<file path="config.mk">
export PLATFORM = sky130hd
export DESIGN_NAME = circular_double_ended_queue
export DESIGN_NICKNAME = d
export VERILOG_FILES = /design/src/hw/rtl/cdeq_pkg.sv /design/src/hw/rtl/cdeq_ram.sv /design/src/hw/rtl/circular_double_ended_queue.sv
export SDC_FILE = /design/constraint.sdc
export NUM_CORES = 1
export LEC_CHECK = 0
export BUFFER_PORTS_ARGS = -buffer_cell sky130_fd_sc_hd__buf_2
export CAP_MARGIN = 0
export CORE_MARGIN = 2
export CORE_UTILIZATION = 60
export CTS_CLUSTER_DIAMETER = 50
export DETAILED_ROUTE_END_ITERATION = 10
export GPL_TIMING_DRIVEN = 1
export PLACE_DENSITY = 0.77
export SYNTH_ARGS = -nofsm -noshare
export SYNTH_HDL_FRONTEND = slang
export SYNTH_HIERARCHICAL = 1
export SYNTH_SLANG_ARGS = --single-unit
</file>
<file path="constraint.sdc">
create_clock -name clk_i -period 5.39 [get_ports clk_i]
set_clock_uncertainty 0.05 [all_clocks]
set_input_delay 0.8085 -clock clk_i [delete_from_list [all_inputs] [get_ports clk_i]]
set_output_delay 0.8085 -clock clk_i [all_outputs]
set_load 0.005 [all_outputs]
</file>
<file path="src/hw/rtl/cdeq_pkg.sv">
// Package for the circular double-ended queue: depth, index widths,
// opcode and status codes, and index wrap helpers.
// No dependencies.
package cdeq_pkg;

  localparam int QUEUE_DEPTH = 16;
  localparam int IDX_W       = $clog2(QUEUE_DEPTH);
  localparam int CNT_W       = $clog2(QUEUE_DEPTH + 1);
  localparam int WORD_W      = 32;
  localparam int OP_W        = 3;
  localparam int STATUS_W    = 2;

  typedef logic [IDX_W-1:0]  idx_t;
  typedef logic [CNT_W-1:0]  cnt_t;
  typedef logic [WORD_W-1:0] word_t;

  typedef enum logic [OP_W-1:0] {
    OP_PUSH_FRONT = 3'd0,
    OP_PUSH_REAR  = 3'd1,
    OP_POP_FRONT  = 3'd2,
    OP_POP_REAR   = 3'd3,
    OP_LIST       = 3'd4
  } opcode_e;

  typedef enum logic [STATUS_W-1:0] {
    ST_OK    = 2'd0,
    ST_FULL  = 2'd1,
    ST_EMPTY = 2'd2
  } status_e;

  function automatic idx_t idx_inc(input idx_t i);
    return (i == IDX_W'(QUEUE_DEPTH - 1)) ? '0 : i + 1'b1;
  endfunction

  function automatic idx_t idx_dec(input idx_t i);
    return (i == '0) ? IDX_W'(QUEUE_DEPTH - 1) : i - 1'b1;
  endfunction

endpackage

</file>
<file path="src/hw/rtl/cdeq_ram.sv">
// Generic single-write, single-read RAM with registered read data.
// Read data holds while no read is issued. No dependencies.
module cdeq_ram #(
  parameter int WIDTH = 32,
  parameter int DEPTH = 16
) (
  input  logic                     clk_i,
  input  logic                     we_i,
  input  logic [$clog2(DEPTH)-1:0] waddr_i,
  input  logic [WIDTH-1:0]         wdata_i,
  input  logic                     re_i,
  input  logic [$clog2(DEPTH)-1:0] raddr_i,
  output logic [WIDTH-1:0]         rdata_o
);

  logic [WIDTH-1:0] mem_q [DEPTH];
  logic [WIDTH-1:0] rdata_q;

  always_ff @(posedge clk_i) begin
    if (we_i) begin
      mem_q[waddr_i] <= wdata_i;
    end
    if (re_i) begin
      rdata_q <= mem_q[raddr_i];
    end
  end

  assign rdata_o = rdata_q;

endmodule

</file>
<file path="src/hw/rtl/circular_double_ended_queue.sv">
// Circular double-ended queue of signed 32-bit words, top level.
// Depends on cdeq_pkg and cdeq_ram.
//
// Input channel (s_axis): tuser carries the opcode (push front, push rear,
// pop front, pop rear, list), tdata the word to push.
// Output channel (m_axis): tuser carries the status (ok, full, empty), tdata
// the popped or listed word (zero otherwise), tlast marks the final item
// caused by one input item.
// One input item is taken at a time. A push, or any operation on an empty
// queue, answers in the output register in the cycle after acceptance; the
// next item can be taken once that register is free. A pop reads the entry
// RAM word into the read register, then into the output register once it
// is free. A list of N entries streams N items, one per cycle after the
// first read while the receiver takes them; the RAM read port sets this
// pace; tready stays low until the last is out. Opcodes 5 to 7 give no item.
// Reset leaves the queue empty with both indices at zero; the RAM is not
// cleared, since entries are read only after they were written.
// When the receiver stalls, the output register holds its item and the
// pending RAM read data is kept until the register frees up.
module circular_double_ended_queue (
  input  logic                          clk_i,
  input  logic                          rst_ni,
  input  logic                          s_axis_tvalid,
  output logic                          s_axis_tready,
  input  logic [cdeq_pkg::WORD_W-1:0]   s_axis_tdata,  // [31:0] push_value
  input  logic [cdeq_pkg::OP_W-1:0]     s_axis_tuser,  // [2:0] opcode
  output logic                          m_axis_tvalid,
  input  logic                          m_axis_tready,
  output logic [cdeq_pkg::WORD_W-1:0]   m_axis_tdata,  // [31:0] word_out
  output logic [cdeq_pkg::STATUS_W-1:0] m_axis_tuser,  // [1:0] status
  output logic                          m_axis_tlast   // last_of_run
);

  import cdeq_pkg::*;

  typedef enum logic {
    S_IDLE,
    S_READ
  } state_e;

  state_e  state_q, state_d;
  idx_t    head_q, head_d;
  idx_t    tail_q, tail_d;
  logic    empty_q, empty_d;
  idx_t    walk_q, walk_d;     // next entry to read during a list
  cnt_t    remain_q, remain_d; // words left, including the one in flight
  logic    m_valid_q, m_valid_d;
  status_e m_status_q, m_status_d;
  word_t   m_word_q, m_word_d;
  logic    m_last_q, m_last_d;

  logic    ram_we, ram_re;
  idx_t    ram_waddr, ram_raddr;
  word_t   ram_rdata;

  logic    out_free, accept, full;
  cnt_t    count;
  opcode_e opcode;

  cdeq_ram #(
    .WIDTH (WORD_W),
    .DEPTH (QUEUE_DEPTH)
  ) u_ram (
    .clk_i   (clk_i),
    .we_i    (ram_we),
    .waddr_i (ram_waddr),
    .wdata_i (s_axis_tdata),
    .re_i    (ram_re),
    .raddr_i (ram_raddr),
    .rdata_o (ram_rdata)
  );

  assign out_free      = !m_valid_q || m_axis_tready;
  assign s_axis_tready = (state_q == S_IDLE) && out_free;
  assign accept        = s_axis_tvalid && s_axis_tready;
  assign full          = !empty_q && (idx_inc(tail_q) == head_q);
  assign opcode        = opcode_e'(s_axis_tuser);
  assign count         = (tail_q >= head_q)
                         ? CNT_W'(tail_q) - CNT_W'(head_q) + 1'b1
                         : CNT_W'(tail_q) + CNT_W'(QUEUE_DEPTH) - CNT_W'(head_q) + 1'b1;

  always_comb begin
    state_d    = state_q;
    head_d     = head_q;
    tail_d     = tail_q;
    empty_d    = empty_q;
    walk_d     = walk_q;
    remain_d   = remain_q;
    m_valid_d  = m_valid_q && !m_axis_tready;
    m_status_d = m_status_q;
    m_word_d   = m_word_q;
    m_last_d   = m_last_q;
    ram_we     = 1'b0;
    ram_waddr  = '0;
    ram_re     = 1'b0;
    ram_raddr  = '0;

    unique case (state_q)
      S_IDLE: begin
        if (accept) begin
          unique case (opcode)
            OP_PUSH_FRONT, OP_PUSH_REAR: begin
              m_valid_d = 1'b1;
              m_word_d  = '0;
              m_last_d  = 1'b1;
              if (full) begin
                m_status_d = ST_FULL;
              end else begin
                m_status_d = ST_OK;
                ram_we     = 1'b1;
                empty_d    = 1'b0;
                if (empty_q) begin
                  head_d    = '0;
                  tail_d    = '0;
                  ram_waddr = '0;
                end else if (opcode == OP_PUSH_FRONT) begin
                  head_d    = idx_dec(head_q);
                  ram_waddr = idx_dec(head_q);
                end else begin
                  tail_d    = idx_inc(tail_q);
                  ram_waddr = idx_inc(tail_q);
                end
              end
            end
            OP_POP_FRONT, OP_POP_REAR: begin
              if (empty_q) begin
                m_valid_d  = 1'b1;
                m_status_d = ST_EMPTY;
                m_word_d   = '0;
                m_last_d   = 1'b1;
              end else begin
                ram_re    = 1'b1;
                ram_raddr = (opcode == OP_POP_FRONT) ? head_q : tail_q;
                remain_d  = CNT_W'(1);
                state_d   = S_READ;
                if (head_q == tail_q) begin
                  empty_d = 1'b1;
                  head_d  = '0;
                  tail_d  = '0;
                end else if (opcode == OP_POP_FRONT) begin
                  head_d = idx_inc(head_q);
                end else begin
                  tail_d = idx_dec(tail_q);
                end
              end
            end
            OP_LIST: begin
              if (empty_q) begin
                m_valid_d  = 1'b1;
                m_status_d = ST_EMPTY;
                m_word_d   = '0;
                m_last_d   = 1'b1;
              end else begin
                ram_re    = 1'b1;
                ram_raddr = head_q;
                walk_d    = idx_inc(head_q);
                remain_d  = count;
                state_d   = S_READ;
              end
            end
            default: begin
              // undefined opcodes give no item
            end
          endcase
        end
      end
      S_READ: begin
        // read data is valid here and holds until it is moved out
        if (out_free) begin
          m_valid_d  = 1'b1;
          m_status_d = ST_OK;
          m_word_d   = ram_rdata;
          m_last_d   = (remain_q == CNT_W'(1));
          if (remain_q == CNT_W'(1)) begin
            state_d = S_IDLE;
          end else begin
            ram_re    = 1'b1;
            ram_raddr = walk_q;
            walk_d    = idx_inc(walk_q);
            remain_d  = remain_q - 1'b1;
          end
        end
      end
      default: begin
        state_d = S_IDLE;
      end
    endcase
  end

  always_ff @(posedge clk_i or negedge rst_ni) begin
    if (!rst_ni) begin
      state_q   <= S_IDLE;
      head_q    <= '0;
      tail_q    <= '0;
      empty_q   <= 1'b1;
      walk_q    <= '0;
      remain_q  <= '0;
      m_valid_q <= 1'b0;
    end else begin
      state_q   <= state_d;
      head_q    <= head_d;
      tail_q    <= tail_d;
      empty_q   <= empty_d;
      walk_q    <= walk_d;
      remain_q  <= remain_d;
      m_valid_q <= m_valid_d;
    end
  end

  always_ff @(posedge clk_i) begin
    m_status_q <= m_status_d;
    m_word_q   <= m_word_d;
    m_last_q   <= m_last_d;
  end

  assign m_axis_tvalid = m_valid_q;
  assign m_axis_tdata  = m_word_q;
  assign m_axis_tuser  = m_status_q;
  assign m_axis_tlast  = m_last_q;

endmodule

</file>
## After elaboration in Yosys (flattened, before gate mapping)

Memories as Yosys holds them, arrays and structs flattened. A register that Yosys moved wholly into a read port is not among the register bits.
Index checks and enable logic that the tools add are counted.

- Reduce and logical (&&, ||, !) cells: 21
- Mux-type cells: 86
- Add/sub/neg operators: 11
- Equality and inequality tests: 26
- Bitwise logic cells: 1
- $lt $le $gt $ge: 1

Operators by type and width:

| cell | count |
|---|---|
| $mux 4 | 34 |
| $pmux 32 s2 | 2 |
| $mux 32 | 3 |
| $pmux 4 s2 | 5 |
| $mux 5 | 6 |
| $mux 1 | 22 |
| $ne 3x3->1 const B | 7 |
| $pmux 5 s2 | 2 |
| $pmux 1 s2 | 7 |
| $reduce_and 7->1 | 2 |
| $add 4x1->4 const B | 3 |
| $eq 4x4->1 const B | 3 |
| $add 5x1->5 const B | 2 |
| $ne 2x2->1 const B | 5 |
| $eq 4x4->1 | 2 |
| $logic_not 4->1 | 2 |
| $pmux 2 s2 | 2 |
| $reduce_and 4->1 | 2 |
| $sub 4x1->4 const B | 2 |
| $eq 3x2->1 const B | 2 |
| $mux 2 | 3 |
| $reduce_and 6->1 | 1 |
| $add 4x5->5 const B | 1 |
| $eq 5x1->1 const B | 1 |
| other kinds (18) | 25 |

- Memory bits (writable): 512
- Input port bits: 39
- Output and inout bits: 37
- Bits in registers: 55
- Memories: 1
- Logic and storage cells: 157

Memories:

| name | depth | width | read ports | clocked after memory_dff | wr ports | RTL line | text |
|---|---|---|---|---|---|---|---|
| u_ram.mem_q | 16 | 32 | 1 | 1 | 1 | cdeq_ram.sv:16 | `logic [WIDTH-1:0] mem_q [DEPTH];` |

## Longest topological paths before layout

- Depth in word-level cells: 10
- Depth in mapped cells: 11

## Hierarchy

Netlist, hierarchy kept.

By module, submodules not included:

| module | cells an instance | times used | area each (um^2) |
|---|---|---|---|
| cdeq_ram | 838 | 1 | 20155.6 |
| circular_double_ended_queue | 320 | 1 | 3445.8 |

## Least setup slack after synthesis

OpenSTA, ideal clock, no wires.

- Path type: input to register
- Start point: input port s_axis_tuser[0] (netlist bit)
- End point: memory u_ram.mem_q[0][0], enable pin
- Path buffers: 1
- Cell stages on the path: 5
- Arrival: 4.468 ns
- Setup time: 0.461 ns
- Path slack: 0.411 ns
- Path through: buf_2 nor3_1 a211oi_1 or3b_2 nor3_1

- Word-level cells in the longest chain between the ends: 7
- Elaborated cells between the ends (all ways): 14
- Classes of those cells: 1 x eq/ne; 11 x mux; 2 x reduce/logical

RTL lines:

| element | RTL line | text |
|---|---|---|
| start, declared | circular_double_ended_queue.sv:26 | `input logic [cdeq_pkg::OP_W-1:0] s_axis_tuser,` |
| $logic_not 3->1 | circular_double_ended_queue.sv:101, circular_double_ended_queue.sv:116 |  |
| $mux 4 | circular_double_ended_queue.sv:116 | `end else if (opcode == OP_PUSH_FRONT) begin` |
| $mux 4 | circular_double_ended_queue.sv:112 | `if (empty_q) begin` |
| $mux 4 | circular_double_ended_queue.sv:106 | `if (full) begin` |
| $mux 4 (*) | circular_double_ended_queue.sv:101 | `unique case (opcode)` |
| $mux 4 (*) | circular_double_ended_queue.sv:100 | `if (accept) begin` |
| $mux 4 (*) | circular_double_ended_queue.sv:98 | `unique case (state_q)` |
| net ram_waddr[2] | circular_double_ended_queue.sv:53 | `idx_t ram_waddr, ram_raddr;` |
| end, declared | cdeq_ram.sv:16 |  |

The timed path passes the listed nets; every way through them passes the cells marked *.

## Worst setup path after layout

- Start point: register tail_q[0]
- End point: memory u_ram.mem_q[9][15], enable pin

- Elaborated cells between the ends (all ways): 17
- Classes of those cells: 1 x add/sub; 2 x eq/ne; 13 x mux; 1 x reduce/logical

RTL lines:

| element | RTL line | text |
|---|---|---|
| start, declared | circular_double_ended_queue.sv:43 | `idx_t tail_q, tail_d;` |
| start signal, assigned | circular_double_ended_queue.sv:202 | `tail_q <= tail_d;` |
| $add 4x1->4 / $eq 4x4->1 (equally long branches) | cdeq_pkg.sv:32 | `return (i == IDX_W'(QUEUE_DEPTH - 1)) ? '0 : i + 1'b1;` |
| $mux 4 (*) | cdeq_pkg.sv:32 |  |
| $eq 4x4->1 / $mux 4 (equally long branches) | circular_double_ended_queue.sv:76, circular_double_ended_queue.sv:116 |  |
| $logic_and 1x1->1 / $mux 4 (equally long branches) | circular_double_ended_queue.sv:76, circular_double_ended_queue.sv:112 |  |
| $mux 4 (*) | circular_double_ended_queue.sv:106 |  |
| $mux 4 (*) | circular_double_ended_queue.sv:101 |  |
| $mux 4 (*) | circular_double_ended_queue.sv:100 |  |
| $mux 4 (*) | circular_double_ended_queue.sv:98 |  |
| net ram_waddr[0] | circular_double_ended_queue.sv:53 |  |

Marks and branches as above.

==> flow_metrics.py <==
metrics = {
    "sta": {
        "rsz0062_at_grt": "no",
        "finalCritPeriodShare_pct": 75.0,
        "setup_viol": 0,
        "slew_viol_final": 0,
        "hold_viol": 0,
        "tightest_slew_ps": 1100,
        "min_period_ps": 4040,
        "slew_headroom_pct": 26.8,
        "clock.fmax_mhz": 247,
        "fin_setup_tns_ps": 0,
    },
    "pwr": {
        "powerDensity_mw_per_mm2": 498,
        "swShare_pct": 29.1,
        "internal_power_mw": 9.40,
        "p_leak_nw": 8.63,
        "p_sw_mw": 3.86,
        "p_seq_share_pct": 44.0,
        "clockPowerShare_pct": 29.5,
        "vdd_ir_drop_max_mv": 0.315,
        "p_comb_share_pct": 26.5,
    },
    "cts": {
        "clock_latency_ps": 610,
        "cts-buffers-inserted": 58,
        "htreeDepth": 2,
        "cts.reportedPaths.clkPinSlew_ps": 60,
        "post_cts_resize_count": 0,
        "ctsHoldBuffers": 0,
        "cts_setup_buffers": 0,
        "cts_num_sinks": 599,
        "cts-root-buf": "clkbuf_16",
        "cts_tree": "built",
        "clockBufferDepth": 3,
    },
    "placed_design": {
        "dp_hpwl_um": 27100,
        "portBuffers": 75,
        "placed_cells": 1722,
        "gp_congestion": 0.852,
    },
    "global_routing": {
        "grt_max_degree": 129,
        "antenna_found_initial": 0,
        "grt.total_usage_pct": 24.7,
        "grt_pass1_wl_um": 74200,
        "grt_overflow_total": 0,
        "grt_pass1_vias": 12000,
    },
    "run_status": {
        "outcome": "finished clean",
    },
    "final_layout": {
        "layout.cells.non_filler": 1825,
        "drive_above_1_share_pct": 28.3,
        "n_antenna_cell": 0,
        "multi_input_area_mm2": 0.00553,
        "regArea_mm2": 0.0179,
        "area_delta_synth_final_pct": 12.9,
        "layout.nets": 1321,
        "fillers": 2389,
    },
    "yosys": {
        "synth_area_mm2": 0.0236,
        "synth_top_cell_area_share_pct": 73.7,
        "synth_area_leader_cell": "edfxtp_1",
        "ys_seq_area_share_pct": 75.8,
        "synth_commonest_cells": "edfxtp_1 (579), mux4_2 (128), a22oi_1 (65), nand2_1 (52), nor2_1 (36)",
        "syn_inst": 1158,
        "synth_edf_count": 579,
        "async_reset_ff_share_pct": 3.34,
        "syn_nets": 1215,
        "synthMostInstantiatedCell": "edfxtp_1",
        "synthTopCellsByArea": "edfxtp_1 (74%), mux4_2 (12%), a22oi_1 (2.1%), dfrtp_1 (2.0%), and2_1 (0.93%)",
        "syn_avg_cell_area_um2": 20.4,
        "ys_seq_elements": 599,
        "yosys.cell_types.count": 81,
        "ys_warn_count": 6,
        "synth_flop_cell": "edfxtp_1",
    },
    "drt": {
        "routed_wl_um": 49000,
        "avgRoutedWirePerCell_um": 26.9,
        "vias": 11700,
        "drt_iter0_markers": 1160,
        "ant_nets": 0,
        "via_per_inst": 6.44,
        "drc": 0,
        "dr.pass1.iters": 5,
    },
    "critical_path": {
        "start_kind": "register",
        "slowest_delay_ps": 550,
        "crit_chain": "inv_1, ha_1, xnor2_1, o211a_1, nand4_2, nand3b_1, nor2_1, nand2b_1, nor2_4, buf_4",
        "crit_family": "simple AND/OR/NAND/NOR gates",
        "worstPathArrival_ps": 4260,
        "crit_slowest_cell": "dfrtp_1",
        "criticalPathCategory": "register to register",
        "worst-path-max-fanout": 19,
        "cp.required_ps": 5600,
        "critPathCaptureType": "register",
        "crit_buf_inv": 2,
    },
    "floorplanning": {
        "pin_count": 76,
        "die-area_mm2": 0.0409,
        "die_h_um": 202,
        "fp.dieW_um": 202,
        "initial_core_util_pct": 60.9,
        "num_rows": 72,
        "core_mm2": 0.0387,
    },
    "worst_hold_path": {
        "hold_class": "input pin to asynchronous set/reset pin",
    },
    "flow_run": {
        "drv_cap": 0,
    },
}
==> flip-flops by register name, summed over array words and instances, names as in the netlist <==
signal	cells
empty_q	1
head_q	4
m_axis_tdata	32
m_axis_tlast	1
m_axis_tuser	2
m_axis_tvalid	1
remain_q	5
state_q	1
tail_q	4
u_ram/mem_q	512
u_ram/rdata_o	32
walk_q	4
==> cell families after synthesis <==
group	after synthesis	synth area share [%]
mux	145	13.0
compound gates	141	4.49
fa+ha+maj	18	1.02
flops	599	75.8
xor+xnor	6	0.223
buf+inv	74	1.49
simple gates	175	3.99
==> stage by stage <==
step	instance area, µm²	util, %	setup WS [ps]	power (mW)	hold slack (ps)
3_3_place_gp	24800	64.0	1420	9.36	455
4_1_cts	26600	68.8	1380	13.4	110
5_1_grt	26600	68.8	1110	13.8	140
2_1_floorplan	23600	-	411	8.43	453
3_5_place_dp	24800	64.0	1290	9.43	462
6_report	26600	68.8	1350	13.3	114
==> layout by cell type (no fill, tap or decap), drive strengths merged, types with 7 or more instances in the layout <==
cell type,Yosys,layout
a21oi,20,20
a22oi,65,65
and2,37,37
buf,35,104
clkbuf,23,67
clkinv,1,22
dfrtp,19,19
edfxtp,579,579
ha,16,16
inv,15,20
mux2i,12,12
mux4,128,128
nand2,53,53
nand2b,8,8
nor2,38,38
nor2b,8,8
nor3,7,7
o21ai,17,17
==> path summary, 6_finish.rpt <==
path / from / endpoint / slack [ps] / depth (start not counted)
worst min-delay path: rst_ni / remain_q[4] / 110 / 1
min in group clk_i: u_ram/rdata_o[25] / m_axis_tdata[25] / 480 / 1
worst max register to register: tail_q[0] / u_ram/mem_q[9][15] / 1350 / 10
max in group asynchronous: rst_ni / state_q / 4810 / 1
worst min register to register: u_ram/rdata_o[25] / m_axis_tdata[25] / 480 / 1
worst max-delay path: tail_q[0] / u_ram/mem_q[9][15] / 1350 / 10
==> layout make-up <==
cell class / instances / share of cell area [%]
tap: 518 / 2.43
sequential: 599 / 67.2
inverter: 16 / 0.244
multi-input combinational: 485 / 20.8
timing repair buffer: 104 / 2.51
clock buffer: 67 / 5.65
clock inverter: 36 / 1.25
==> power by group through the flow <==
stage / combinational [mW] / sequential, mW / clock [mW]
after floorplan: 2.59 / 5.83 / 0
after global placement: 3.44 / 5.92 / 0
after detailed placement: 3.50 / 5.92 / 0
after CTS: 3.54 / 5.83 / 4.00
after global routing: 3.81 / 5.87 / 4.18
final: 3.51 / 5.83 / 3.92
==> worst register-to-register path: cells and delay by family, from the launching register on <==
family / cells / cell delay, ps
fa+ha+maj: 1 / 370
buf+inv: 2 / 600
compound gates: 1 / 160
flops: 1 / 550
simple gates: 5 / 1790
xor+xnor: 1 / 160
==> layer usage <==
metal / global-route usage (%) / share of wire [%] / up-vias
met4: 7.56 / 2.2 / 0
met3: 5.05 / 7.9 / 73
met1: 34.5 / 40 / 6165
met2: 40.1 / 50 / 524
li1: - / - / 4983
met5: 0 / 0 / -
Power figures use the tool's default switching activity.
